`config.mk`:
```
export PLATFORM = sky130hd
export DESIGN_NAME = beacon_link_loss_table
export DESIGN_NICKNAME = d
export VERILOG_FILES = /design/src/rtl/blt_pkg.sv /design/src/rtl/blt_frac_div.sv /design/src/rtl/beacon_link_loss_table.sv
export SDC_FILE = /design/constraint.sdc
export NUM_CORES = 2
export LEC_CHECK = 0
export ABC_AREA = 1
export BUFFER_PORTS_ARGS = -buffer_cell sky130_fd_sc_hd__buf_2
export CORE_ASPECT_RATIO = 0.7
export CORE_MARGIN = 1
export CORE_UTILIZATION = 57
export CTS_CLUSTER_SIZE = 25
export DETAILED_ROUTE_END_ITERATION = 6
export PLACE_DENSITY = 0.73
export SETUP_SLACK_MARGIN = 0.3
export SLEW_MARGIN = 20
export SYNTH_ARGS = -nofsm -noshare
export SYNTH_HDL_FRONTEND = slang
export SYNTH_SLANG_ARGS = --single-unit
```
`constraint.sdc`:
```
create_clock -name i_clk -period 23.8 [get_ports i_clk]
set_clock_uncertainty 0.1 [all_clocks]
set_input_delay 5.95 -clock i_clk [delete_from_list [all_inputs] [get_ports i_clk]]
set_output_delay 5.95 -clock i_clk [all_outputs]
set_load 0.01 [all_outputs]
```
`src/rtl/blt_pkg.sv`:
```
// Shared types and constants for the beacon link loss table.
`default_nettype none

package blt_pkg;

    localparam int ID_W       = 32;
    localparam int SEQ_W      = 31;
    localparam int FRAC_OUT_W = 16;
    localparam int DUP_W      = 32;

    localparam logic [SEQ_W-1:0] SEQ_MAX = {SEQ_W{1'b1}};

    typedef enum logic [1:0] {
        ST_NEW  = 2'd0,
        ST_UPD  = 2'd1,
        ST_DUP  = 2'd2,
        ST_FULL = 2'd3
    } t_status;

    typedef struct packed {
        logic [ID_W-1:0]  id;
        logic [SEQ_W-1:0] first_seq;
        logic [SEQ_W-1:0] last_seq;
        logic [SEQ_W-1:0] recv_count;
    } t_entry;

endpackage

`default_nettype wire

```
`src/rtl/blt_frac_div.sv`:
```
// Bit-serial restoring divider for the loss fraction lost * 2^FRACTION_BITS / span.
`default_nettype none

module blt_frac_div #(
    parameter int FRACTION_BITS = 16
) (
    input  wire logic                      i_clk,
    input  wire logic                      i_rst_n,
    input  wire logic                      i_start,
    input  wire logic [blt_pkg::SEQ_W-1:0] i_lost,
    input  wire logic [blt_pkg::SEQ_W:0]   i_span,
    output logic                           o_done,
    output logic [((FRACTION_BITS > blt_pkg::FRAC_OUT_W) ?
                   FRACTION_BITS : blt_pkg::FRAC_OUT_W)-1:0] o_quot
);

    localparam int QW = (FRACTION_BITS > blt_pkg::FRAC_OUT_W) ?
                        FRACTION_BITS : blt_pkg::FRAC_OUT_W;
    localparam int CW = $clog2(FRACTION_BITS + 1);
    localparam int RW = blt_pkg::SEQ_W + 1;

    logic [CW-1:0] r_cnt;
    logic          r_done;
    logic [RW-1:0] r_rem;
    logic [RW-1:0] r_span;
    logic [QW-1:0] r_quot;

    logic [RW:0]   sh;
    logic          ge;
    logic [RW:0]   diff;

    // Remainder stays below span, so one shifted compare and subtract per bit.
    always_comb begin
        sh   = {r_rem, 1'b0};
        diff = sh - {1'b0, r_span};
        ge   = (sh >= {1'b0, r_span});
    end

    always_ff @(posedge i_clk) begin
        if (!i_rst_n) begin
            r_cnt  <= '0;
            r_done <= 1'b0;
        end else if (i_start) begin
            r_cnt  <= CW'(FRACTION_BITS);
            r_done <= 1'b0;
        end else if (r_cnt != '0) begin
            r_cnt  <= r_cnt - CW'(1);
            r_done <= (r_cnt == CW'(1));
        end else begin
            r_done <= 1'b0;
        end
    end

    always_ff @(posedge i_clk) begin
        if (i_start) begin
            r_rem  <= {1'b0, i_lost};
            r_span <= i_span;
            r_quot <= '0;
        end else if (r_cnt != '0) begin
            r_rem  <= ge ? diff[RW-1:0] : sh[RW-1:0];
            r_quot <= {r_quot[QW-2:0], ge};
        end
    end

    assign o_done = r_done;
    assign o_quot = r_quot;

endmodule

`default_nettype wire

```
`src/rtl/beacon_link_loss_table.sv`:
```
// Top level of the beacon link loss table: neighbour search, update and loss report.
//
// Channel   Direction  Handshake                      Payload
// -------   ---------  -----------------------------  ---------------------------------
// beacon    in         start high and busy low        i_sender_id, i_seq_number
// result    out        o_result_valid, one cycle      o_status, o_neighbour_id,
//                                                     o_received_count, o_lost_count,
//                                                     o_loss_fraction, o_duplicate_total
//
// Transactions: one at a time. The neighbour search reads the entry memory one
// entry a cycle and stops at the first hit. A hit then passes through the update,
// span and lost states and the bit-serial divider before the result is out.
// Reset: synchronous, clears the valid bits, the duplicate counter and control state;
// the entry memory needs no clearing pass, as invalid entries are never used.
// Stalls: none; the result strobe lasts one cycle and the receiver cannot hold it off.
`default_nettype none

module beacon_link_loss_table #(
    parameter int TABLE_ENTRIES = 16,
    parameter int FRACTION_BITS = 16
) (
    input  wire logic                           i_clk,
    input  wire logic                           i_rst_n,
    input  wire logic                           start,
    output logic                                busy,
    input  wire logic [blt_pkg::ID_W-1:0]       i_sender_id,
    input  wire logic [blt_pkg::SEQ_W-1:0]      i_seq_number,
    output logic                                o_result_valid,
    output logic [1:0]                          o_status,
    output logic [blt_pkg::ID_W-1:0]            o_neighbour_id,
    output logic [blt_pkg::SEQ_W-1:0]           o_received_count,
    output logic [blt_pkg::SEQ_W-1:0]           o_lost_count,
    output logic [blt_pkg::FRAC_OUT_W-1:0]      o_loss_fraction,
    output logic [blt_pkg::DUP_W-1:0]           o_duplicate_total
);

    localparam int AW = (TABLE_ENTRIES > 1) ? $clog2(TABLE_ENTRIES) : 1;
    localparam int CW = $clog2(TABLE_ENTRIES + 1);
    localparam int QW = (FRACTION_BITS > blt_pkg::FRAC_OUT_W) ?
                        FRACTION_BITS : blt_pkg::FRAC_OUT_W;
    localparam int SW = blt_pkg::SEQ_W + 1;

    typedef enum logic [2:0] {
        S_IDLE,
        S_SCAN,
        S_UPD,
        S_SPAN,
        S_LOST,
        S_DIV
    } t_state;

    t_state                         r_state;

    // Current transaction
    logic [blt_pkg::ID_W-1:0]       r_id;
    logic [blt_pkg::SEQ_W-1:0]      r_seq;

    // Search pointers
    logic [CW-1:0]                  r_idx;
    logic                           r_cmp_pend;
    logic [AW-1:0]                  r_cmp_idx;
    logic                           r_free_found;
    logic [AW-1:0]                  r_free_idx;
    logic [AW-1:0]                  r_hit_idx;

    // Table state
    logic [TABLE_ENTRIES-1:0]       r_valid;
    logic [blt_pkg::DUP_W-1:0]      r_dup_cnt;
    blt_pkg::t_entry                r_mem [TABLE_ENTRIES];
    blt_pkg::t_entry                r_rd_data;

    // Working copy of the hit entry and loss arithmetic
    blt_pkg::t_entry                r_entry;
    blt_pkg::t_status               r_status;
    logic [SW-1:0]                  r_span;
    logic [blt_pkg::SEQ_W-1:0]      r_lost;

    // Result registers
    logic                           r_res_valid;
    blt_pkg::t_status               r_out_status;
    logic [blt_pkg::ID_W-1:0]       r_out_id;
    logic [blt_pkg::SEQ_W-1:0]      r_out_rc;
    logic [blt_pkg::SEQ_W-1:0]      r_out_lost;
    logic [blt_pkg::FRAC_OUT_W-1:0] r_out_frac;
    logic [blt_pkg::DUP_W-1:0]      r_out_dup;

    // Memory port controls
    logic                           mem_we;
    logic [AW-1:0]                  mem_wa;
    blt_pkg::t_entry                mem_wd;
    logic [AW-1:0]                  mem_ra;

    // Search and update decode
    logic                           idx_in_range;
    logic                           cmp_hit;
    logic                           cmp_free;
    logic                           scan_done;
    logic                           is_dup;
    logic [blt_pkg::SEQ_W-1:0]      rc_inc;
    blt_pkg::t_entry                upd_entry;
    logic [SW-1:0]                  rc_wide;
    logic [SW-1:0]                  lost_wide;

    // Divider
    logic                           div_start;
    logic                           div_done;
    logic [QW-1:0]                  div_quot;

    always_comb begin
        idx_in_range = (r_idx < CW'(TABLE_ENTRIES));
        cmp_hit      = r_cmp_pend && r_valid[r_cmp_idx] && (r_rd_data.id == r_id);
        cmp_free     = r_cmp_pend && !r_valid[r_cmp_idx] && !r_free_found;
        scan_done    = !r_cmp_pend && !idx_in_range;

        is_dup       = (r_seq <= r_entry.last_seq);
        rc_inc       = (r_entry.recv_count == blt_pkg::SEQ_MAX) ?
                       r_entry.recv_count : r_entry.recv_count + blt_pkg::SEQ_W'(1);
        upd_entry            = r_entry;
        upd_entry.last_seq   = r_seq;
        upd_entry.recv_count = rc_inc;

        rc_wide   = {1'b0, r_entry.recv_count};
        lost_wide = (rc_wide < r_span) ? (r_span - rc_wide) : '0;

        mem_ra = r_idx[AW-1:0];
        mem_we = 1'b0;
        mem_wa = r_hit_idx;
        mem_wd = upd_entry;
        if (r_state == S_SCAN && scan_done && r_free_found) begin
            // Claim the lowest free slot for a new neighbour
            mem_we = 1'b1;
            mem_wa = r_free_idx;
            mem_wd = '{id: r_id, first_seq: r_seq, last_seq: r_seq,
                       recv_count: blt_pkg::SEQ_W'(1)};
        end else if (r_state == S_UPD && !is_dup) begin
            mem_we = 1'b1;
        end

        div_start = (r_state == S_LOST);
    end

    // Entry memory: one write port, one registered read port. The read data is used only
    // in the search, writes come only at its end or in the update state, so they never meet.
    always_ff @(posedge i_clk) begin
        if (mem_we) begin
            r_mem[mem_wa] <= mem_wd;
        end
        r_rd_data <= r_mem[mem_ra];
    end

    blt_frac_div #(
        .FRACTION_BITS (FRACTION_BITS)
    ) u_div (
        .i_clk   (i_clk),
        .i_rst_n (i_rst_n),
        .i_start (div_start),
        .i_lost  (lost_wide[blt_pkg::SEQ_W-1:0]),
        .i_span  (r_span),
        .o_done  (div_done),
        .o_quot  (div_quot)
    );

    always_ff @(posedge i_clk) begin
        if (!i_rst_n) begin
            r_state      <= S_IDLE;
            r_valid      <= '0;
            r_dup_cnt    <= '0;
            r_res_valid  <= 1'b0;
            r_cmp_pend   <= 1'b0;
            r_free_found <= 1'b0;
        end else begin
            r_res_valid <= 1'b0;
            case (r_state)
                S_IDLE: begin
                    if (start) begin
                        // Latch the beacon and start the search from entry zero
                        r_id         <= i_sender_id;
                        r_seq        <= i_seq_number;
                        r_idx        <= '0;
                        r_cmp_pend   <= 1'b0;
                        r_free_found <= 1'b0;
                        r_state      <= S_SCAN;
                    end
                end
                S_SCAN: begin
                    r_cmp_pend <= idx_in_range;
                    r_cmp_idx  <= r_idx[AW-1:0];
                    if (idx_in_range) begin
                        r_idx <= r_idx + CW'(1);
                    end
                    if (cmp_free) begin
                        r_free_found <= 1'b1;
                        r_free_idx   <= r_cmp_idx;
                    end
                    if (cmp_hit) begin
                        // First matching valid entry wins; stop the search
                        r_hit_idx  <= r_cmp_idx;
                        r_entry    <= r_rd_data;
                        r_cmp_pend <= 1'b0;
                        r_state    <= S_UPD;
                    end else if (scan_done) begin
                        r_out_id    <= r_id;
                        r_out_lost  <= '0;
                        r_out_frac  <= '0;
                        r_out_dup   <= r_dup_cnt;
                        r_res_valid <= 1'b1;
                        r_state     <= S_IDLE;
                        if (r_free_found) begin
                            r_valid[r_free_idx] <= 1'b1;
                            r_out_status        <= blt_pkg::ST_NEW;
                            r_out_rc            <= blt_pkg::SEQ_W'(1);
                        end else begin
                            r_out_status <= blt_pkg::ST_FULL;
                            r_out_rc     <= '0;
                        end
                    end
                end
                S_UPD: begin
                    if (is_dup) begin
                        // Drop the beacon, count it, report the entry as it stands
                        r_dup_cnt <= r_dup_cnt + blt_pkg::DUP_W'(1);
                        r_status  <= blt_pkg::ST_DUP;
                    end else begin
                        r_entry  <= upd_entry;
                        r_status <= blt_pkg::ST_UPD;
                    end
                    r_state <= S_SPAN;
                end
                S_SPAN: begin
                    // Last never falls below first, so span lies in 1 .. 2^31
                    r_span  <= {1'b0, r_entry.last_seq} - {1'b0, r_entry.first_seq}
                               + SW'(1);
                    r_state <= S_LOST;
                end
                S_LOST: begin
                    r_lost  <= lost_wide[blt_pkg::SEQ_W-1:0];
                    r_state <= S_DIV;
                end
                S_DIV: begin
                    if (div_done) begin
                        r_out_status <= r_status;
                        r_out_id     <= r_id;
                        r_out_rc     <= r_entry.recv_count;
                        r_out_lost   <= r_lost;
                        r_out_frac   <= div_quot[blt_pkg::FRAC_OUT_W-1:0];
                        r_out_dup    <= r_dup_cnt;
                        r_res_valid  <= 1'b1;
                        r_state      <= S_IDLE;
                    end
                end
                default: begin
                    r_state <= S_IDLE;
                end
            endcase
        end
    end

    assign busy              = (r_state != S_IDLE);
    assign o_result_valid    = r_res_valid;
    assign o_status          = r_out_status;
    assign o_neighbour_id    = r_out_id;
    assign o_received_count  = r_out_rc;
    assign o_lost_count      = r_out_lost;
    assign o_loss_fraction   = r_out_frac;
    assign o_duplicate_total = r_out_dup;

    // An accepted beacon raises busy, which the block holds until its result is out
    a_accept_busy: assert property (@(posedge i_clk) disable iff (!i_rst_n)
        (start && !busy) |=> busy)
        else $error("busy not raised after an accepted beacon");

    // A result strobe is a single-cycle pulse
    a_strobe_pulse: assert property (@(posedge i_clk) disable iff (!i_rst_n)
        r_res_valid |=> !r_res_valid)
        else $error("result strobe held longer than one cycle");

    // A new entry reports one beacon and no loss
    a_new_entry: assert property (@(posedge i_clk) disable iff (!i_rst_n)
        (r_res_valid && r_out_status == blt_pkg::ST_NEW) |->
        (r_out_rc == blt_pkg::SEQ_W'(1) && r_out_lost == '0 && r_out_frac == '0))
        else $error("new entry reported with loss");

    // Table full is reported only when every entry is in use
    a_full_table: assert property (@(posedge i_clk) disable iff (!i_rst_n)
        (r_res_valid && r_out_status == blt_pkg::ST_FULL) |-> (&r_valid))
        else $error("table full reported with a free entry");

    // A nonzero fraction needs a nonzero lost count
    a_frac_lost: assert property (@(posedge i_clk) disable iff (!i_rst_n)
        (r_res_valid && r_out_frac != '0) |-> (r_out_lost != '0))
        else $error("loss fraction without lost beacons");

endmodule

`default_nettype wire
```
==> flow_summary.yaml <==
floorplanning:
  io_pins: 212
  start_util: 0.574
  die_h_um: 371
  rows: 135
  core_area_um2: 194000
  die_x_um: 530
  dieArea_um2: 197000
global_routing:
  grt.total_usage: 0.291
  grt_max_degree: 245
  grt_pass1_vias: 68745
  grt_overflow_total: 0
  grt_pass1_wl_um: 428000
  antenna_found_initial: 3
synth:
  syn_inst: 9049
  ys.flop_type: "edfxtp_1"
  ys_types: 49
  syn_avg_cell_area_um2: 12.3
  synth_warnings: 0
  synthArstFlopShare: 0
  synth_edf_count: 2477
  yosysSeqAreaShare: 0.706
  synth_nets: 9309
  ys_ff_latch: 2679
  netlist_area_um2: 111000
timing:
  slew_viol_final: 0
  rsz0062_at_grt: "no"
  layout_min_cycle_time_ns: 8.23
  period_share: 0.346
  setup_viol: 0
  slew_headroom: 0.207
  timing.hold.ws_ns: 0.366
  final.setup.tns_ns: 0
  tightest_slew_ns: 1.19
  hold_viol: 0
  setup_slack_ns: 15.57
  fmax_mhz: 121
clock_tree:
  cts_setup_buffers: 0
  ctsHoldBuffers: 0
  cts_buffers: 241
  clk_latency_ns: 0.92
  cts_resized: 0
  cts-root-buf: "clkbuf_16"
  tritoncts: "built"
  cts_buffer_depth: 4
  clock-sinks: 2679
  clk_pin_slew_worst_paths_ns: 0.06
  htree_levels: 4
setup_path:
  critPathRequiredTime_ns: 24.16
  critical_path_arrival_ns: 8.59
  worst-path-max-fanout: 74
  slowest_stage: "buf_4"
  worst_setup_path_start_kind: "input pin"
  path_cells: "buf_2 > inv_2 > buf_4 > nor4_2 > buf_4 > buf_4"
  worst-setup-path-type: "in -> reg"
  path_buf_inv: 5
  cp-end-kind: "flip-flop"
  critical-path-max-stage-delay_ns: 0.79
  critical_path.top_delay_family: "buffers and inverters"
  crit_top_cell: "buf_4"
finish:
  design_area_um2: 123000
  layout-drive-gt1-share: 0.0850
  postLayoutCoreUtil: 0.635
  nets: 9456
  area_growth_pct: 10.6
flow_run:
  drv_cap: 0
detailed_routing:
  wl_per_cell_um: 24.2
  drt-total-wl_um: 290000
  vias: 72785
  drt-vias-per-instance: 6.07
  drc: 0
  ant_nets: 0
  first_pass_iters: 6
  drtIter0Drc: 9348
placement:
  dpl-instance-area_um2: 115000
  post-dp-hpwl_um: 165000
  place.gp.congestion: 0.990
  dpl_worst_slack_ns: 14.71
  io_buffers: 211
worst_hold_path:
  holdCritPathClass: "reg -> reg"
pwr:
  leakage_nw: 44.3
  power_density_nw_per_um2: 82.5
  irDropWorstVdd_v: 0.0000659
status:
  status: "completed"
-- per-layer routing --
metal  track usage  vias to the layer above  wire (µm)
li1              -                    32773          -
met5             0                        -         20
met4        0.0934                        2       8860
met2         0.443                     3830     130000
met3        0.0641                      493      30200
met1         0.418                    35687     121000
-- cell type report --
cell class / instances / area [µm²]
inverters: 608 / 2300
clock buffers: 325 / 6620
multi-input cells: 5297 / 28500
diodes: 3 / 7.51
fillers: 14329 / 70700
flip-flops and latches: 2679 / 78400
repair buffers: 369 / 2380
well taps: 2603 / 3260
clock inverters: 111 / 1320
-- worst paths after layout --
kind,startpoint,to,slack [ns],cells past startpoint
worst max-delay path,i_rst_n,o_received_count[13],15.57,6
worst min-delay path,r_valid[12],r_valid[12],0.37,1
worst max register to register,r_seq[0],r_mem[11][100],17.58,16
worst min register to register,r_valid[12],r_valid[12],0.37,1
-- state kept, by name, indices dropped and copies added, names as in the netlist, 16 cells and up --
name               count
r_lost                31
o_lost_count          31
r_rd_data            125
o_duplicate_total     32
r_entry              125
u_div.o_quot          16
r_valid               16
o_loss_fraction       16
r_dup_cnt             32
r_id                  32
r_mem               2000
o_neighbour_id        32
o_received_count      31
r_seq                 31
u_div.r_span          32
r_span                32
u_div.r_rem           32
-- logic make-up (layout without fill, tap and decap cells) --
group           count (synthesis)  count (layout)  synth area share
other cells                     0               3                 0
buf+inv                      1073            1413            0.0393
compound gates               1479            1479            0.0858
mux                           201             201            0.0181
simple gates                 3306            3306             0.120
flops                        2679            2679             0.706
xor+xnor                      117             117           0.00922
fa+ha+maj                     194             194            0.0220
-- cells in the final DEF, fill, tap and decap left out, drive strengths merged, types with 8 or more instances in the layout --
cell type and n:
nand3 396, dfxtp 202, o21ai 677, nand2 1217
buf 369, clkinv 71, nor4 12, o211ai 54
nor2 1534, nand4 44, o22ai 18, o21a 12
ha 191, mux2i 201, edfxtp 2477, a21o 9
xor2 56, xnor2 61, bufinv 27, nand3b 11
o32ai 299, clkbuf 325, a21oi 190, or2 13
o221ai 201, nor3 65, and2 8, o21bai 8
inv 616
-- through the flow --
step,power (mW),instances
after floorplan,6.02,9049
after global placement,6.26,11555
after detailed placement,6.28,11555
after CTS,10.2,11991
after global routing,10.5,11993
final,10.1,11995
-- where the power goes --
group	switching, mW	leakage [nW]	internal [mW]
Combinational	0.629	16.4	0.300
Sequential	0.0597	24.0	5.21
Clock	1.69	3.90	2.24
Total	2.38	44.3	7.75
-- cell usage after synthesis (4+ instances only) --
library cell,number,area [µm²]
o21bai_1,8,60.1
edfxtp_1,2477,74400
nand3_1,393,1970
buf_4,15,113
nor4_1,12,75.1
buf_2,125,626
and2_1,8,50.1
nand4_1,44,275
o21ai_0,655,3280
inv_2,7,26.3
buf_6,16,180
ha_1,191,2390
o211ai_1,54,405
nor2_1,1530,5740
clkbuf_1,285,1070
buf_1,23,86.3
o32ai_1,299,2620
mux2i_1,201,2010
inv_1,599,2250
o21a_1,12,90.1
o221ai_1,201,1760
xnor2_1,61,534
nor3_1,61,305
o21ai_1,22,110
xor2_1,56,490
nand3b_1,11,82.6
o22ai_1,18,113
nor3_2,4,40.0
dfxtp_1,202,4040
a31oi_1,7,43.8
a21oi_1,189,946
or2_2,11,68.8
a21o_1,9,67.6
nand2_1,1215,4560
(Power assumes the default switching activity.)
